## src/knps_pkg.sv

```systemverilog
package knps_pkg;

  // field widths fixed by the interface
  localparam int COORD_W  = 24;
  localparam int ID_W     = 16;
  localparam int KEY_W    = 64;
  localparam int DIST_W   = 2 * COORD_W + 1;
  localparam int RANK_W   = 4;
  localparam int CNT_W    = 5;
  localparam int CFG_IDX_W  = 2;
  localparam int CFG_DATA_W = 24;

  // most results sent per run
  localparam logic [CNT_W-1:0] MAX_EMIT = CNT_W'(16);
  localparam logic [CNT_W-1:0] RESULTS_RESET = CNT_W'(16);

  // register indexes on the configuration port
  localparam logic [CFG_IDX_W-1:0] REG_TARGET_X       = 2'd0;
  localparam logic [CFG_IDX_W-1:0] REG_TARGET_Y       = 2'd1;
  localparam logic [CFG_IDX_W-1:0] REG_RESULTS_WANTED = 2'd2;

  typedef struct packed {
    logic [ID_W-1:0]          point_id;
    logic signed [COORD_W-1:0] pos_x;
    logic signed [COORD_W-1:0] pos_y;
    logic [KEY_W-1:0]         name_key;
    logic                     final_item;
  } in_word_t;

  typedef struct packed {
    logic [RANK_W-1:0] rank;
    logic [ID_W-1:0]   chosen_id;
    logic [DIST_W-1:0] dist_sq;
    logic              end_of_run;
  } out_word_t;

  // one list entry
  typedef struct packed {
    logic [DIST_W-1:0] sq_dist;
    logic [ID_W-1:0]   id;
    logic [KEY_W-1:0]  key;
  } entry_t;

  // candidate leaving the distance pipeline
  typedef struct packed {
    logic   valid;
    logic   final_item;
    entry_t entry;
  } cand_t;

  // per-cycle command to every cell
  typedef struct packed {
    logic insert;
    logic shift_out;
  } cell_ctrl_t;

  typedef enum logic {
    ST_FILL,
    ST_EMIT
  } state_t;

endpackage

```

## src/knps_dist.sv

```systemverilog
module knps_dist (
  input  logic                                   clk,
  input  logic                                   rst,
  input  logic                                   load,
  input  knps_pkg::in_word_t                     word,
  input  logic signed [knps_pkg::COORD_W-1:0]    target_x,
  input  logic signed [knps_pkg::COORD_W-1:0]    target_y,
  output knps_pkg::cand_t                        cand,
  output logic                                   final_pending
);

  localparam int CW = knps_pkg::COORD_W;

  // stage 1: absolute coordinate differences
  logic              s1_valid;
  logic              s1_final;
  logic [CW-1:0]     s1_dx;
  logic [CW-1:0]     s1_dy;
  logic [knps_pkg::ID_W-1:0]  s1_id;
  logic [knps_pkg::KEY_W-1:0] s1_key;

  // stage 2: squares
  logic              s2_valid;
  logic              s2_final;
  logic [2*CW-1:0]   s2_sx;
  logic [2*CW-1:0]   s2_sy;
  logic [knps_pkg::ID_W-1:0]  s2_id;
  logic [knps_pkg::KEY_W-1:0] s2_key;

  // stage 3: distance sum
  logic              s3_valid;
  logic              s3_final;
  logic [knps_pkg::DIST_W-1:0] s3_dist;
  logic [knps_pkg::ID_W-1:0]   s3_id;
  logic [knps_pkg::KEY_W-1:0]  s3_key;

  logic signed [CW:0] diff_x;
  logic signed [CW:0] diff_y;
  logic [CW:0]        mag_x;
  logic [CW:0]        mag_y;

  // one extra bit holds the full difference range
  always_comb begin
    diff_x = {word.pos_x[CW-1], word.pos_x} - {target_x[CW-1], target_x};
    diff_y = {word.pos_y[CW-1], word.pos_y} - {target_y[CW-1], target_y};
    mag_x  = diff_x[CW] ? -diff_x : diff_x;
    mag_y  = diff_y[CW] ? -diff_y : diff_y;
  end

  // valid bits of the stages
  always_ff @(posedge clk) begin
    if (rst) begin
      s1_valid <= 1'b0;
      s2_valid <= 1'b0;
      s3_valid <= 1'b0;
    end else begin
      s1_valid <= load;
      s2_valid <= s1_valid;
      s3_valid <= s2_valid;
    end
  end

  // stage data
  always_ff @(posedge clk) begin
    s1_dx    <= mag_x[CW-1:0];
    s1_dy    <= mag_y[CW-1:0];
    s1_id    <= word.point_id;
    s1_key   <= word.name_key;
    s1_final <= word.final_item;

    s2_sx    <= s1_dx * s1_dx;
    s2_sy    <= s1_dy * s1_dy;
    s2_id    <= s1_id;
    s2_key   <= s1_key;
    s2_final <= s1_final;

    s3_dist  <= {1'b0, s2_sx} + {1'b0, s2_sy};
    s3_id    <= s2_id;
    s3_key   <= s2_key;
    s3_final <= s2_final;
  end

  assign cand.valid         = s3_valid;
  assign cand.final_item    = s3_final;
  assign cand.entry.sq_dist = s3_dist;
  assign cand.entry.id      = s3_id;
  assign cand.entry.key     = s3_key;

  // a run end still on its way to the list
  assign final_pending = (s1_valid && s1_final) || (s2_valid && s2_final)
                      || (s3_valid && s3_final);

endmodule

```

## config.mk

```make
export PLATFORM = sky130hd
export DESIGN_NAME = knps_dist
export DESIGN_NICKNAME = d
export VERILOG_FILES = /design/src/knps_pkg.sv /design/src/knps_dist.sv
export SDC_FILE = /design/constraint.sdc
export NUM_CORES = 2
export LEC_CHECK = 0
export BUFFER_PORTS_ARGS = -buffer_cell sky130_fd_sc_hd__buf_4
export CAP_MARGIN = 15
export CORE_ASPECT_RATIO = 1.5
export CORE_MARGIN = 1.5
export CORE_UTILIZATION = 50
export DETAILED_ROUTE_END_ITERATION = 10
export HOLD_SLACK_MARGIN = 0.1
export MAX_ROUTING_LAYER = met4
export PLACE_DENSITY = 0.68
export SLEW_MARGIN = 15
export SYNTH_ARGS = -nofsm -noshare
export SYNTH_HDL_FRONTEND = slang
export SYNTH_SLANG_ARGS = --single-unit
export TNS_END_PERCENT = 20
```

## constraint.sdc

```tcl
create_clock -name clk -period 10.8 [get_ports clk]
set_input_delay 1.08 -clock clk [delete_from_list [all_inputs] [get_ports clk]]
set_output_delay 1.08 -clock clk [all_outputs]
set_load 0.02 [all_outputs]
```

==> key figures <==
Critical path
  – Worst setup EP type: flop
  – Slowest-stage cell, CP: dfxtp_1
  – Worst Path Required: 11,340 ps
  – CP Class: flop to flop
  – Crit path buf inv count: 8
  – Startpoint types: flop
  – CP Depth: 27
  – Reg2reg path depth: 27
  – Critical path arrival: 8670 ps
  – Crit path max-delay family: adder cells
  – CP max stage delay: 1000 ps
  – Crit Path Max Fanout: 24

Route
  – Final WL: 107 mm
  – Post-DRT Antenna Nets: 0
  – First-pass DRT Iterations: 7
  – 1st-iter DRT viols: 1,366
  – Via count: 32,500
  – Routed WL per cell: ~17 um
  – DRC: 0
  – Vias per Instance: 5.06

Clock network
  – # resized after CTS: 0
  – CTS Sinks: 437
  – CTS tree: built
  – TritonCTS Buffers: 46
  – Clk_lat worst skew: 620 ps
  – Post-CTS Hold Fix Bufs: 0
  – Clk buf depth: 3
  – Setup Buffers After CTS: 0
  – Number of H-tree levels: 2
  – CTS clk-pin slew, worst paths: roughly 70 ps
  – Clk root buf: clkbuf_16

Finish
  – Layout cells sized above 1: 0.0917
  – Fillers: 8,328
  – Commonest cells after routing, fill and taps aside: inv_1, fa_1, ha_1
  – Commonest non-fill, non-tap cell in the layout: inv_1
  – Layout Nets: 6,610
  – Syn-to-layout area delta: 11.3%

Logic synthesis
  – Mux cell area share after synthesis: 0.00203
  – Yosys warns: 0
  – Post-synthesis sequential area ratio: 0.187
  – Synth Area in Simple Gates: 0.103
  – Synthesized instance count: 4,865
  – Top_reg_cell synth: dfxtp_1
  – Largest family of logic cells by synthesized area: adder cells
  – Post-synthesis xor/xnor area fraction: 0.0411
  – Synth area leader: fa_1
  – Syn Std Cell Area: 46,900 um^2
  – Synthesized Nets: 6,344
  – Top post-synthesis cells by area: fa_1, dfxtp_1, ha_1, inv_1, and2_1
  – Post-Synth Adder-Cell Area: 0.482
  – Post-synth EDFFs: 0
  – Seq cells post-synth: 437
  – Yosys cell types: 91
  – Fraction of registers with async set/reset: 0
  – Compound-Gate Fraction of Synth Area: 0.0728
  – Share of the synthesized area in the top cell type: 0.361
  – Avg Cell Area, Syn: a little under 10 um^2

Floorplanning
  – IO Count: approximately 310
  – Die footprint: 95,700 um^2
  – Die width: 253 um
  – # rows: 137
  – Die Height: 378 um
  – CORE AREA: 92,900 um^2
  – Initial Util: 0.505

STA
  – Final Skew: 35.0 ps
  – Setup TNS: 0 ps
  – Fmax: between 0.1 and 0.15 GHz
  – Worst-Margin Slew: 1180 ps
  – Fin. Hold Viols: 0
  – RSZ-0062 raised after global routing: no
  – Post-route clock period utilization: 0.752
  – Relative slew slack: 0.210
  – Final min period: 8130 ps
  – Final Max Tran Viols: 0
  – Final Setup Violations: 0

Run status
  – Status: finished clean

Global route
  – Initial antenna violation count: 2
  – Remaining global-route overflow: 0
  – Global-route wire length before repair: 175 mm
  – Vias in the first global route: around 35,000
  – Largest net degree at the start of global routing: 26
  – Total Routing Usage GR: 0.241

Placed design
  – HPWL Detailed: about 89 mm
  – Port buffer count: 311
  – Placer Congestion: 0.907

Run
  – Max-cap viol count: 0

Worst hold path
  – HP Class: flop to flop
  – Cells on Worst Hold Path: 0
==> cells by family after synthesis <==
family,Yosys count
compound gates,516
flops,437
xor+xnor,219
mux,9
simple gates,988
fa+ha+maj,1299
buf+inv,1397
==> stage by stage <==
stage / worst slack (ps) / cell area [um^2] / std cells / utilization / hold slack (ps)
after floorplan: 3700 / 46900 / 4865 / - / 310
after global placement: 2780 / 50500 / 6334 / 0.544 / 310
after global routing: 2160 / 52200 / 6418 / 0.562 / 328
after CTS: 2650 / 52200 / 6418 / 0.562 / 320
final: 2670 / 52200 / 6419 / 0.562 / 318
after detailed placement: 2690 / 50500 / 6334 / 0.544 / 312
==> path summary, 6_finish.rpt <==
check,slack [ps],start,endpoint
max,2670,s1_dy[2],s2_sy[46]
min,320,s2_key[29],s3_key[29]
max reg2reg,2670,s1_dy[2],s2_sy[46]
min reg2reg,320,s2_key[29],s3_key[29]
==> metal layers <==
layer | global-route usage | wire, um | vias to the layer above | share of wire
met4 | 0.105 | 5210 | 0 | 0.049
met3 | 0.0289 | 4970 | 258 | 0.046
met5 | - | 0 | - | 0
li1 | - | - | 15200 | -
met1 | 0.254 | 38800 | 16200 | 0.36
met2 | 0.447 | 58200 | 794 | 0.54
==> flip-flops by register name, indices dropped and copies added, names as in the netlist <==
name / cells
s1_dx: 24
s1_dy: 24
s1_final: 1
s1_id: 16
s1_key: 64
s1_valid: 1
s2_final: 1
s2_id: 16
s2_key: 64
s2_sx: 47
s2_sy: 47
s2_valid: 1
s3_dist: 49
s3_final: 1
s3_id: 16
s3_key: 64
s3_valid: 1
==> final cells by class <==
type,count,area [um^2],area share
Antenna cell,1,2.50,0.0000479
Sequential cell,437,8750,0.168
Multi-Input combinational cell,3031,32900,0.630
Timing Repair Buffer,339,2540,0.0488
Inverter,1276,4790,0.0918
Clock buffer,57,1260,0.0242
Clock inverter,27,403,0.00772
Tap cell,1251,1570,0.0300
==> synth_stat cells (all sizes together), types with 5 or more instances <==
cell,n
a21o,93
xor2,85
nand3b,6
clkbuf,112
nor3b,6
o31ai,11
a21oi,161
o21a,20
or3,6
nor4,7
a31o,8
a211oi,19
nand2b,19
and3,21
fa,845
inv,1276
o211ai,12
ha,454
nand3,49
dfxtp,437
and2,230
o21ai,93
mux2i,5
nand2,379
buf,9
a21boi,8
nor3,32
xnor2,134
nor2b,34
or2,17
nand4,20
a31oi,26
o21bai,12
nor2,148
Power is not shown: default switching activity piles up to over one toggle a cycle in this logic, so the estimate is an artifact.
