## src/knps_pkg.sv

```systemverilog
package knps_pkg;

  // field widths fixed by the interface
  localparam int COORD_W  = 24;
  localparam int ID_W     = 16;
  localparam int KEY_W    = 64;
  localparam int DIST_W   = 2 * COORD_W + 1;
  localparam int RANK_W   = 4;
  localparam int CNT_W    = 5;
  localparam int CFG_IDX_W  = 2;
  localparam int CFG_DATA_W = 24;

  // most results sent per run
  localparam logic [CNT_W-1:0] MAX_EMIT = CNT_W'(16);
  localparam logic [CNT_W-1:0] RESULTS_RESET = CNT_W'(16);

  // register indexes on the configuration port
  localparam logic [CFG_IDX_W-1:0] REG_TARGET_X       = 2'd0;
  localparam logic [CFG_IDX_W-1:0] REG_TARGET_Y       = 2'd1;
  localparam logic [CFG_IDX_W-1:0] REG_RESULTS_WANTED = 2'd2;

  typedef struct packed {
    logic [ID_W-1:0]          point_id;
    logic signed [COORD_W-1:0] pos_x;
    logic signed [COORD_W-1:0] pos_y;
    logic [KEY_W-1:0]         name_key;
    logic                     final_item;
  } in_word_t;

  typedef struct packed {
    logic [RANK_W-1:0] rank;
    logic [ID_W-1:0]   chosen_id;
    logic [DIST_W-1:0] dist_sq;
    logic              end_of_run;
  } out_word_t;

  // one list entry
  typedef struct packed {
    logic [DIST_W-1:0] sq_dist;
    logic [ID_W-1:0]   id;
    logic [KEY_W-1:0]  key;
  } entry_t;

  // candidate leaving the distance pipeline
  typedef struct packed {
    logic   valid;
    logic   final_item;
    entry_t entry;
  } cand_t;

  // per-cycle command to every cell
  typedef struct packed {
    logic insert;
    logic shift_out;
  } cell_ctrl_t;

  typedef enum logic {
    ST_FILL,
    ST_EMIT
  } state_t;

endpackage

```

## src/knps_cell.sv

```systemverilog
module knps_cell (
  input  logic                 clk,
  input  knps_pkg::cell_ctrl_t ctrl,
  input  knps_pkg::entry_t     cand,
  input  logic                 occupied,
  input  logic                 prev_ahead,
  input  knps_pkg::entry_t     prev_entry,
  input  knps_pkg::entry_t     next_entry,
  output knps_pkg::entry_t     entry,
  output logic                 ahead
);

  knps_pkg::entry_t held;

  // candidate sorts strictly ahead of this cell's entry
  always_comb begin
    ahead = !occupied
         || (cand.sq_dist < held.sq_dist)
         || ((cand.sq_dist == held.sq_dist) && (cand.key < held.key));
  end

  // shift toward the head when reading out, else insert
  always_ff @(posedge clk) begin
    if (ctrl.shift_out) begin
      held <= next_entry;
    end else if (ctrl.insert && ahead) begin
      held <= prev_ahead ? prev_entry : cand;
    end
  end

  assign entry = held;

endmodule

```

## config.mk

```make
export PLATFORM = sky130hd
export DESIGN_NAME = knps_cell
export DESIGN_NICKNAME = d
export VERILOG_FILES = /design/src/knps_pkg.sv /design/src/knps_cell.sv
export SDC_FILE = /design/constraint.sdc
export NUM_CORES = 1
export LEC_CHECK = 0
export BUFFER_PORTS_ARGS = -buffer_cell sky130_fd_sc_hd__buf_2
export CORE_AREA = 3 3 201 203
export DETAILED_ROUTE_END_ITERATION = 6
export DIE_AREA = 0 0 204 206
export PLACE_DENSITY = 0.57
export SYNTH_ARGS = -nofsm -noshare
export SYNTH_HDL_FRONTEND = slang
export SYNTH_SLANG_ARGS = --single-unit
```

## constraint.sdc

```tcl
create_clock -name clk -period 16 [get_ports clk]
set_clock_uncertainty 0.15 [all_clocks]
set_input_delay 2.4 -clock clk [delete_from_list [all_inputs] [get_ports clk]]
set_output_delay 2.4 -clock clk [all_outputs]
set_load 0.1 [all_outputs]
```

==> impl_results.md, run 1 <==
* Async set-reset flop share out of synthesis at 0
* Max Slew Vio Count at 0
* HP Class: register to register
* Clock sink count at 129
* Largest net degree at the start of global routing at 109
* Final Setup Violations at 0
* Max-Cap Viols at 0
* EDFF count, synth at 129
* Met3 usage at 0.0493
* Reg-to-reg slack, setup at 11.30 ns
* Cell variety after synth at 41
* Reg2reg path depth at 10
* DIE HEIGHT at 206 um
* Slew headroom at 0.285
* Buffers on Ports at 521
* Final Cycle Share at 0.481
* Worst path required time at 13.45 ns
* PostCTS Resize Cnt at 0
* Status: finished, final reports clean
* Initial drt markers at 410
* GR met1 Demand/Resource at 0.178
* Placer Congestion at 0.866
* Dominant cell type by area after synthesis: edfxtp_1
* CTS H-tree depth at 4
* Io pins at 522
* Ys Warns at 0
* R2R Path End: entry[34]$_DFFE_PP_
* Initial antenna violation count at 3
* FF/Latch Area at 3870 um2
* Die Footprint at 42000 um2
* Beginning of the worst register-to-register path: entry[124]$_DFFE_PP_
* Busiest grt layer: met2
* Vias in the first global route at 8938
* Sum of negative setup slack at 0 ns
* Worst hold stages at 6
* Initial core utilization at 0.242
* Post-layout min period at 7.70 ns
* CTS tree: built
* Total number of vias at 8872
* Main area contributors after synthesis: edfxtp_1, ha_1, mux2i_1
* Flops & latches, synth at 129
* FP Rows at 72
* Post-synthesis sequential area ratio at 0.415
* P_leak at 6.66 nW
* Hold Buf Count CTS at 0
* Post-synthesis net count at 1466
* Layout cells sized above 1 at 0.383
* Max Freq at 130 MHz
* Critical setup path kind: input pin to output port
* Ys flop type: edfxtp_1
* Global-route wire length before repair at 51100 um
* Post-route DRC violation count at 0
* GRT Residual Overflow at 0
* Setup Buffers After CTS at 0
* Syn Std Cell Area at 9340 um2
* Width of the chip at 204 um
* Hold path endpoint: entry[6]$_DFFE_PP_
* Synth Area per Inst at 9.71 um2
* CTS buffer count at 17
* CP Launch Type: input pin
* Core area at 38600 um2
* Critical Path Fanout Max at 3
* Ant diodes at 0
* CP Capture Type: output port
* M2 GR Usage at 0.300
* Maximum vdd drop at 69.1 uV
* Fillers at 4095
* Clock latency on the worst-skew pair at 0.43 ns
* Root Driver: clkbuf_16
* Largest register FFs at 129
* Vias per std cell at 4.45
* Synth-to-layout area growth at 39.3%
* Top cell type's share of synthesized area at 0.415
* WL final at 35400 um
* WL/cell at 17.8 um
* Worst-Margin Slew at 1.07 ns
* CTS Buffer Depth at 2
* Final nets at 1966
* Multi-input logic area at 4870 um2
* Power per cell area at 102 nW/um2
* Post-DP HPWL at 29500 um
* Final core occ at 0.337
* DRT antenna net count at 0
* Worst endpoint data arrival time at 5.15 ns
* Clk slew on worst S/H paths at 0.06 ns
* Unrepaired setup endpoints after global routing: false
* Hold Startpoint: entry[128]$_DFFE_PP_
* GRT Resource Usage Total at 0.161
* Post-Syn Instances at 962
* DR pass1 iterations at 5
* Final hold vios at 0
==> worst max-delay path by stage <==
| stage | start | endpoint | cells past startpoint |
|---|---|---|---|
| 4_1_cts | cand[126] | ahead | 9 |
| 5_1_grt | cand[126] | ahead | 9 |
| 2_1_floorplan | cand[111] | entry[0]$_DFFE_PP_ | 8 |
| 3_5_place_dp | cand[124] | ahead | 9 |
| 3_3_place_gp | cand[95] | ahead | 9 |
| 6_report | cand[126] | ahead | 9 |
==> power by group <==
part	internal, mW	total [mW]	switching, mW
clock	0.210	0.362	0.152
sequential	0.419	0.437	0.0180
combinational	0.127	0.534	0.407
total	0.756	1.33	0.577
==> cells by family (layout without fill, tap and decap cells) <==
kind of cell,after synthesis,in the layout,share of synthesized area
buf+inv,160,672,0.0644
flops,129,129,0.415
fa+ha+maj,112,112,0.150
simple gates,214,214,0.105
compound gates,218,218,0.128
mux,129,129,0.138
==> cells in the mapped netlist, drive strengths merged, types with 2 or more instances <==
cell type / number
nand3: 6
and4: 4
nand4: 16
a221o: 2
nor2: 12
a211oi: 5
nor3: 3
a211o: 2
a221oi: 3
buf: 11
nand2: 160
o21a: 4
nand3b: 2
o221ai: 2
ha: 112
nor4b: 2
o211ai: 2
nor4: 5
inv: 116
edfxtp: 129
mux2i: 129
o21ai: 148
a21oi: 38
clkbuf: 33
a21o: 7
==> worst max-delay path, stage by stage <==
cell,delay [ns]
buf_2,0.11
ha_1,0.29
nand4_1,0.16
nor4_1,0.44
nor3b_1,0.46
and3_1,0.33
o2111a_1,0.22
a211o_1,0.21
buf_2,0.50
==> routing by layer <==
layer / vias up / part of all wire
met4: 6 / 0.017
met1: 4028 / 0.39
met3: 37 / 0.079
met5: - / 0.0012
li1: 4440 / -
met2: 361 / 0.51
==> per-stage QoR <==
step	instance area, um2	hold WS, ns	cells	power, mW	setup WS [ns]
final	13000	1.78	1992	1.33	8.30
after global routing	13000	1.92	1992	1.40	8.10
after CTS	13000	1.86	1992	1.36	8.25
after detailed placement	12500	1.86	1961	0.984	8.27
after global placement	12500	1.82	1961	0.979	8.39
after floorplan	9340	2.44	962	0.837	8.15
==> final cells by class <==
class / count / area share
clock inverter: 12 / 0.00731
inverter: 116 / 0.0335
timing repair buffer: 525 / 0.204
clock buffer: 19 / 0.0333
multi-input combinational: 673 / 0.375
tap: 518 / 0.0498
sequential: 129 / 0.298
==> cell usage in the layout, fill, tap and decap left out, drive strengths merged, types with 4 or more instances in the layout <==
cell	synthesis	routed
edfxtp	129	129
nor4	5	5
mux2i	129	129
clkbuf	33	20
clkinv	0	9
inv	116	116
a21oi	38	38
and4	4	4
nand3	6	6
ha	112	112
a21o	7	7
buf	11	524
nor2	12	12
o21a	4	4
nand2	160	160
a211oi	5	5
nand4	16	16
o21ai	148	148
Note: power is estimated with default switching activity, not from simulation.
==> run 2: changes to the inputs <==
--- a/config.mk
+++ b/config.mk
@@ -6,10 +6,10 @@
 export NUM_CORES = 1
 export LEC_CHECK = 0
 export BUFFER_PORTS_ARGS = -buffer_cell sky130_fd_sc_hd__buf_2
-export CORE_AREA = 3 3 201 203
+export CORE_AREA = 3 3 202 204
 export DETAILED_ROUTE_END_ITERATION = 6
-export DIE_AREA = 0 0 204 206
-export PLACE_DENSITY = 0.57
+export DIE_AREA = 0 0 205 207
+export PLACE_DENSITY = 0.56
 export SYNTH_ARGS = -nofsm -noshare
 export SYNTH_HDL_FRONTEND = slang
 export SYNTH_SLANG_ARGS = --single-unit
==> constraint.sdc (replaced) <==
create_clock -name clk -period 7.57 [get_ports clk]
set_clock_uncertainty 0.15 [all_clocks]
set_input_delay 1.1355 -clock clk [delete_from_list [all_inputs] [get_ports clk]]
set_output_delay 1.1355 -clock clk [all_outputs]
set_load 0.1 [all_outputs]
==> impl_results.md, run 2 (same netlist as run 1, synthesis figures left out) <==
* Status: finished, final reports clean
* Core area at 39500 um2 (+2.1%)
* Placer Congestion at 0.939 (+8.5%)
* Critical path cell sequence: buf_2 -> ha_1 -> a21oi_1 -> o21ai_0 -> a221o_1 -> a211o_1 -> a221oi_1 -> a211o_1 -> buf_2
* Reg2reg path depth at 10 (unchanged)
* Total power at 2.84 mW (+110%)
* Unrepaired setup endpoints after global routing: false
* Critical Path Fanout Max at 2 (-1)
* Layout cells sized above 1 at 0.380 (-0.00229)
* Placed cell areas at 12500 um2 (+0.19%)
* Setup Buffers After CTS at 0 (unchanged)
* Buf/Inv on CP at 2 (unchanged)
* FP Rows at 73 (+1.4%)
* Post-layout min period at 5.15 ns
* Initial core utilization at 0.237 (-0.00497)
* Initial drt markers at 419 (+2.2%)
* CP Capture Type: output port
* Final Cycle Share at 0.681
* Fraction of power consumed by combinational cells at 0.396 (-0.005)
* Non-Filler Instances at 2004 (+0.60%)
* DRT antenna net count at 0 (unchanged)
* CP Launch Type: input pin
* Maximum vdd drop at 145 uV (+110%)
* Post-route DRC violation count at 0 (unchanged)
* Io pins at 522 (unchanged)
* FF/Latch Area at 3870 um2 (unchanged)
* Worst path required time at 6.28 ns (-7.17 ns)
* GRT Resource Usage Total at 0.160 (-0.00145)
* DR pass1 iterations at 5 (unchanged)
* CTS tree: built
* Delay-heaviest family, CP: compound AO/OA/AOI/OAI gates
* CP max-delay cell: a221oi_1
* Clk slew on worst S/H paths at 0.06 ns (about the same)
* Max-Cap Viols at 0 (unchanged)
* Power per cell area at 218 nW/um2 (+110%)
* GR met1 Demand/Resource at 0.183 (+0.00481)
* Vias per std cell at 4.45 (about the same)
* Fin area at 13100 um2 (+0.30%)
* Clock Power Share at 0.278 (+0.006)
* Hold Buf Count CTS at 0 (unchanged)
* Worst hold stages at 3 (-3)
* Seq pwr share at 0.326 (about the same)
* PostCTS Resize Cnt at 0 (unchanged)
* Worst-Margin Slew at 0.997 ns (-0.0748 ns)
* Final hold vios at 0 (unchanged)
* Initial antenna violation count at 6 (+3)
* CTS Buffer Depth at 2 (unchanged)
* Post-DP HPWL at 29400 um (-0.49%)
* Worst endpoint data arrival time at 3.87 ns (-1.28 ns)
* Max Slew Vio Count at 0 (unchanged)
* Design internal power at 1.63 mW (+120%)
* Sw frac at 0.426 (-0.00642)
* Sum of negative setup slack at 0 ns (unchanged)
* Final nets at 1968 (+0.10%)
* Total number of vias at 8923 (+0.57%)
* Synth-to-layout area growth at 39.7%
* CTS H-tree depth at 4 (unchanged)
* Clock latency on the worst-skew pair at 0.43 ns (about the same)
* CTS buffer count at 17 (unchanged)
* Largest net degree at the start of global routing at 94 (-14%)
* Global-route wire length before repair at 51400 um (+0.59%)
* Final Setup Violations at 0 (unchanged)
* Width of the chip at 205 um (+0.49%)
* Switch Pwr at 1.21 mW (+110%)
* Hold slack final at 0.829 ns (-0.947 ns)
* Fillers at 4184 (+2.2%)
* Buffers on Ports at 521 (unchanged)
* DIE HEIGHT at 207 um (+0.49%)
* Number of cells on the critical path at 9 (unchanged)
* Most frequent cells in the layout: buf_2, nand2_1, o21ai_0
* WL final at 35200 um (-0.40%)
* Die Footprint at 42400 um2 (+0.98%)
* Final core occ at 0.331 (-0.00594)
* Critical setup path kind: input pin to output port
* Clock sink count at 129 (unchanged)
* M2 GR Usage at 0.276 (-0.0243)
* Vias in the first global route at 8931 (-0.078%)
* Largest register FFs at 129 (unchanged)
* Slowest stage delay, CP at 0.53 ns (+0.03 ns)
* WL/cell at 17.6 um (-1.0%)
* Max Freq at 194 MHz
* P_leak at 6.67 nW (+0.13%)
* Root Driver: clkbuf_16
* Slew headroom at 0.335 (+0.0499)
* HP Class: input pin to register
* Placed cell count at 1970 (+0.46%)
* Commonest non-fill, non-tap cell in the layout: buf_2
* Final setup margin at 2.42 ns (-5.88 ns)
* Busiest grt layer: met2
* Post-place setup slack at 2.26 ns (-6.01 ns)
* Multi-input logic area at 4870 um2 (unchanged)
* Met3 usage at 0.0435 (-0.00577)
* GRT Residual Overflow at 0 (unchanged)
## run 2: cell type report
type | count | area share
well taps | 525 | 0.0503
flip-flops and latches | 129 | 0.297
repair buffers | 527 | 0.204
inverters | 116 | 0.0334
clock inverters | 9 | 0.00709
clock buffers | 21 | 0.0337
multi-input cells | 673 | 0.373
diodes | 4 | 0.000767
## run 2: tightest hold or removal path, stage by stage
cell     delay [ns]
buf_2          0.07
nand2_1        0.04
o21ai_0        0.05
## run 2: path summary, 6_finish.rpt
kind | slack [ns] | from | end
worst max-delay path | 2.42 | cand[104] | ahead
worst min-delay path | 0.83 | next_entry[52] | entry[52]$_DFFE_PP_
worst max register to register | 3.60 | entry[104]$_DFFE_PP_ | entry[31]$_DFFE_PP_
worst min register to register | 1.86 | entry[23]$_DFFE_PP_ | entry[9]$_DFFE_PP_
## run 2: metal layers
layer / share of wire / vias up
met5: 0.00060 / -
met4: 0.035 / 4
met3: 0.071 / 51
met2: 0.49 / 362
met1: 0.40 / 4053
li1: - / 4453
## run 2: power by group through the flow
stage | registers [mW] | logic (mW) | clock network, mW
2_1_floorplan | 1.48 | 0.292 | 0
3_3_place_gp | 0.938 | 1.13 | 0
3_5_place_dp | 0.940 | 1.13 | 0
4_1_cts | 0.927 | 1.14 | 0.821
5_1_grt | 0.934 | 1.20 | 0.848
6_report | 0.925 | 1.12 | 0.790
==> run 3: changes to the inputs <==
--- a/config.mk
+++ b/config.mk
@@ -5,10 +5,11 @@
 export SDC_FILE = /design/constraint.sdc
 export NUM_CORES = 1
 export LEC_CHECK = 0
+export ABC_AREA = 1
 export BUFFER_PORTS_ARGS = -buffer_cell sky130_fd_sc_hd__buf_2
-export CORE_AREA = 3 3 202 204
+export CORE_AREA = 3 3 203 205
 export DETAILED_ROUTE_END_ITERATION = 6
-export DIE_AREA = 0 0 205 207
+export DIE_AREA = 0 0 206 208
 export PLACE_DENSITY = 0.56
 export SYNTH_ARGS = -nofsm -noshare
 export SYNTH_HDL_FRONTEND = slang
==> constraint.sdc (replaced) <==
create_clock -name clk -period 5.3 [get_ports clk]
set_clock_uncertainty 0.15 [all_clocks]
set_input_delay 0.795 -clock clk [delete_from_list [all_inputs] [get_ports clk]]
set_output_delay 0.795 -clock clk [all_outputs]
set_load 0.1 [all_outputs]
==> impl_results.md, run 3 <==
* GRT Resource Usage Total at 0.181 (+0.0210)
* Critical Path Fanout Max at 2 (unchanged)
* HP Class: input pin to register
* Critical setup path kind: input pin to output port
* Max Slew Vio Count at 0 (unchanged)
* Top-count cell post-synth: a21oi_1
* Total number of vias at 10315 (+16%)
* Sum of negative setup slack at 0 ns (unchanged)
* Max Freq at 255 MHz
* Beginning of the worst register-to-register path: entry[86]$_DFFE_PP_
* Vias per std cell at 4.62 (+3.8%)
* FP Rows at 73 (unchanged)
* Flops & latches, synth at 129 (unchanged)
* CTS tree: built
* CTS H-tree depth at 4 (unchanged)
* Power per cell area at 314 nW/um2 (+45%)
* Synth Area per Inst at 7.87 um2 (-19%)
* Largest net degree at the start of global routing at 78 (-17%)
* Commonest cells post-synth: a21oi_1, nand2_1, nor2_1, inv_1, edfxtp_1
* Placed cell count at 2198 (+12%)
* Crit path from: cand[86]
* DRT antenna net count at 0 (unchanged)
* CP Capture Type: output port
* WL/cell at 18.0 um (+2.3%)
* Commonest non-fill, non-tap cell in the layout: buf_2
* WL final at 40100 um (+14%)
* Post-synthesis net count at 1705 (+16%)
* P_leak at 6.75 nW (+1.2%)
* Vias in the first global route at 10376 (+16%)
* Status: finished, final reports clean
* Clock sink count at 129 (unchanged)
* GRT Residual Overflow at 0 (unchanged)
* Most frequent cells in the layout: buf_2, a21oi_1, nand2_1
* DR pass1 iterations at 4 (-1)
* Hold Startpoint: next_entry[53]
* Worst endpoint data arrival time at 2.98 ns (-0.89 ns)
* Post-synthesis sequential area ratio at 0.410 (-0.00461)
* Max-Cap Viols at 0 (unchanged)
* Initial antenna violation count at 7 (+1)
* CP Launch Type: input pin
* Syn Std Cell Area at 9450 um2 (+1.1%)
* Hold Buf Count CTS at 0 (unchanged)
* Placer Congestion at 0.886 (-5.7%)
* Worst-Margin Slew at 0.797 ns (-0.200 ns)
* Clk slew on worst S/H paths at 0.06 ns (about the same)
* Ys Warns at 0 (unchanged)
* Post-DP HPWL at 32400 um (+10%)
* Setup Buffers After CTS at 0 (unchanged)
* Width of the chip at 206 um (+0.49%)
* Layout cells sized above 1 at 0.338 (-0.0425)
* Top cell type's share of synthesized area at 0.410 (-0.00461)
* Final core occ at 0.333 (+0.00195)
* Largest register FFs at 129 (unchanged)
* Final Setup Violations at 0 (unchanged)
* DIE HEIGHT at 208 um (+0.48%)
* Async set-reset flop share out of synthesis at 0 (unchanged)
* Initial core utilization at 0.238 (+0.00156)
* Initial drt markers at 482 (+15%)
* Post-route DRC violation count at 0 (unchanged)
* Root Driver: clkbuf_16
* Die Footprint at 42800 um2 (+0.97%)
* Io pins at 522 (unchanged)
* Post-Syn Instances at 1201 (+25%)
* Hold slack final at 0.537 ns (-0.292 ns)
* CTS Buffer Depth at 2 (unchanged)
* EDFF count, synth at 129 (unchanged)
* Ys flop type: edfxtp_1
* Synth-to-layout area growth at 39.6% (about the same)
* Unrepaired setup endpoints after global routing: false
* Core area at 39600 um2 (+0.46%)
* Cell variety after synth at 29 (-29%)
* Fillers at 4353 (+4.0%)
* Main area contributors after synthesis: edfxtp_1, a21oi_1, ha_1
* Worst path required time at 4.36 ns (-1.92 ns)
* Buffers on Ports at 521 (unchanged)
* Final Cycle Share at 0.741
* Maximum vdd drop at 197 uV (+36%)
* Final hold vios at 0 (unchanged)
* CTS buffer count at 17 (unchanged)
* PostCTS Resize Cnt at 0 (unchanged)
* Global-route wire length before repair at 58800 um (+14%)
* Final nets at 2196 (+12%)
* Non-Filler Instances at 2231 (+11%)
* Slew headroom at 0.468 (+0.133)
* Post-layout min period at 3.93 ns
* Dominant cell type by area after synthesis: edfxtp_1
* Placed cell areas at 12600 um2 (+0.70%)
* Clock latency on the worst-skew pair at 0.43 ns (about the same)
* Fin area at 13200 um2 (+1.1%)
[run 3: final cells by class]
cell class	count	area, um2	area share
multi-input cells	871	4810	0.365
flip-flops and latches	129	3870	0.294
repair buffers	528	2700	0.205
well taps	525	657	0.0498
inverters	145	549	0.0417
clock buffers	17	425	0.0323
clock inverters	15	165	0.0125
diodes	1	2.50	0.000190
[run 3: layer usage]
metal / vias to the layer above / track usage / share of wire
li1: 5040 / - / -
met1: 4752 / 0.207 / 0.40
met2: 466 / 0.322 / 0.49
met3: 51 / 0.0530 / 0.084
met4: 6 / 0.0564 / 0.027
met5: - / 0 / 0.00070
[run 3: worst max-delay path: stages]
cell and delay, ns:
buf_2 0.12, ha_1 0.29, nand2_1 0.18, a21oi_1 0.45, nand4_1 0.16, nor2_1 0.12, nand3_1 0.08, nor2_1 0.09
nand3_1 0.12, nand2_2 0.08, buf_2 0.45
[run 3: where the power goes]
part	total (mW)	leakage [nW]	switching, mW	internal, mW
Sequential	1.31	1.29	0.0547	1.26
Combinational	1.61	5.17	1.24	0.368
Clock	1.22	0.284	0.484	0.736
[run 3: kinds of logic (layout without fill, tap and decap cells)]
group / Yosys count / after routing / share of synthesized area
AND/OR/NAND/NOR: 430 / 430 / 0.183
AO/OA/AOI/OAI: 329 / 329 / 0.176
buffers and inverters: 201 / 705 / 0.0823
flip-flops: 129 / 129 / 0.410
adder cells (fa/ha/maj): 112 / 112 / 0.148
other: 0 / 1 / 0
[run 3: worst paths after layout]
check,endpoint,slack [ns],cells after the start
max,ahead,1.37,11
min,entry[53]$_DFFE_PP_,0.54,3
max reg2reg,entry[119]$_DFFE_PP_,1.72,13
min reg2reg,entry[94]$_DFFE_PP_,1.65,11
[run 3: through the flow]
step,power [mW],worst slack [ns]
after floorplan,2.50,0.559
after CTS,4.21,1.12
final,4.15,1.37
after detailed placement,2.96,0.927
after global placement,2.95,0.984
after global routing,4.36,0.992
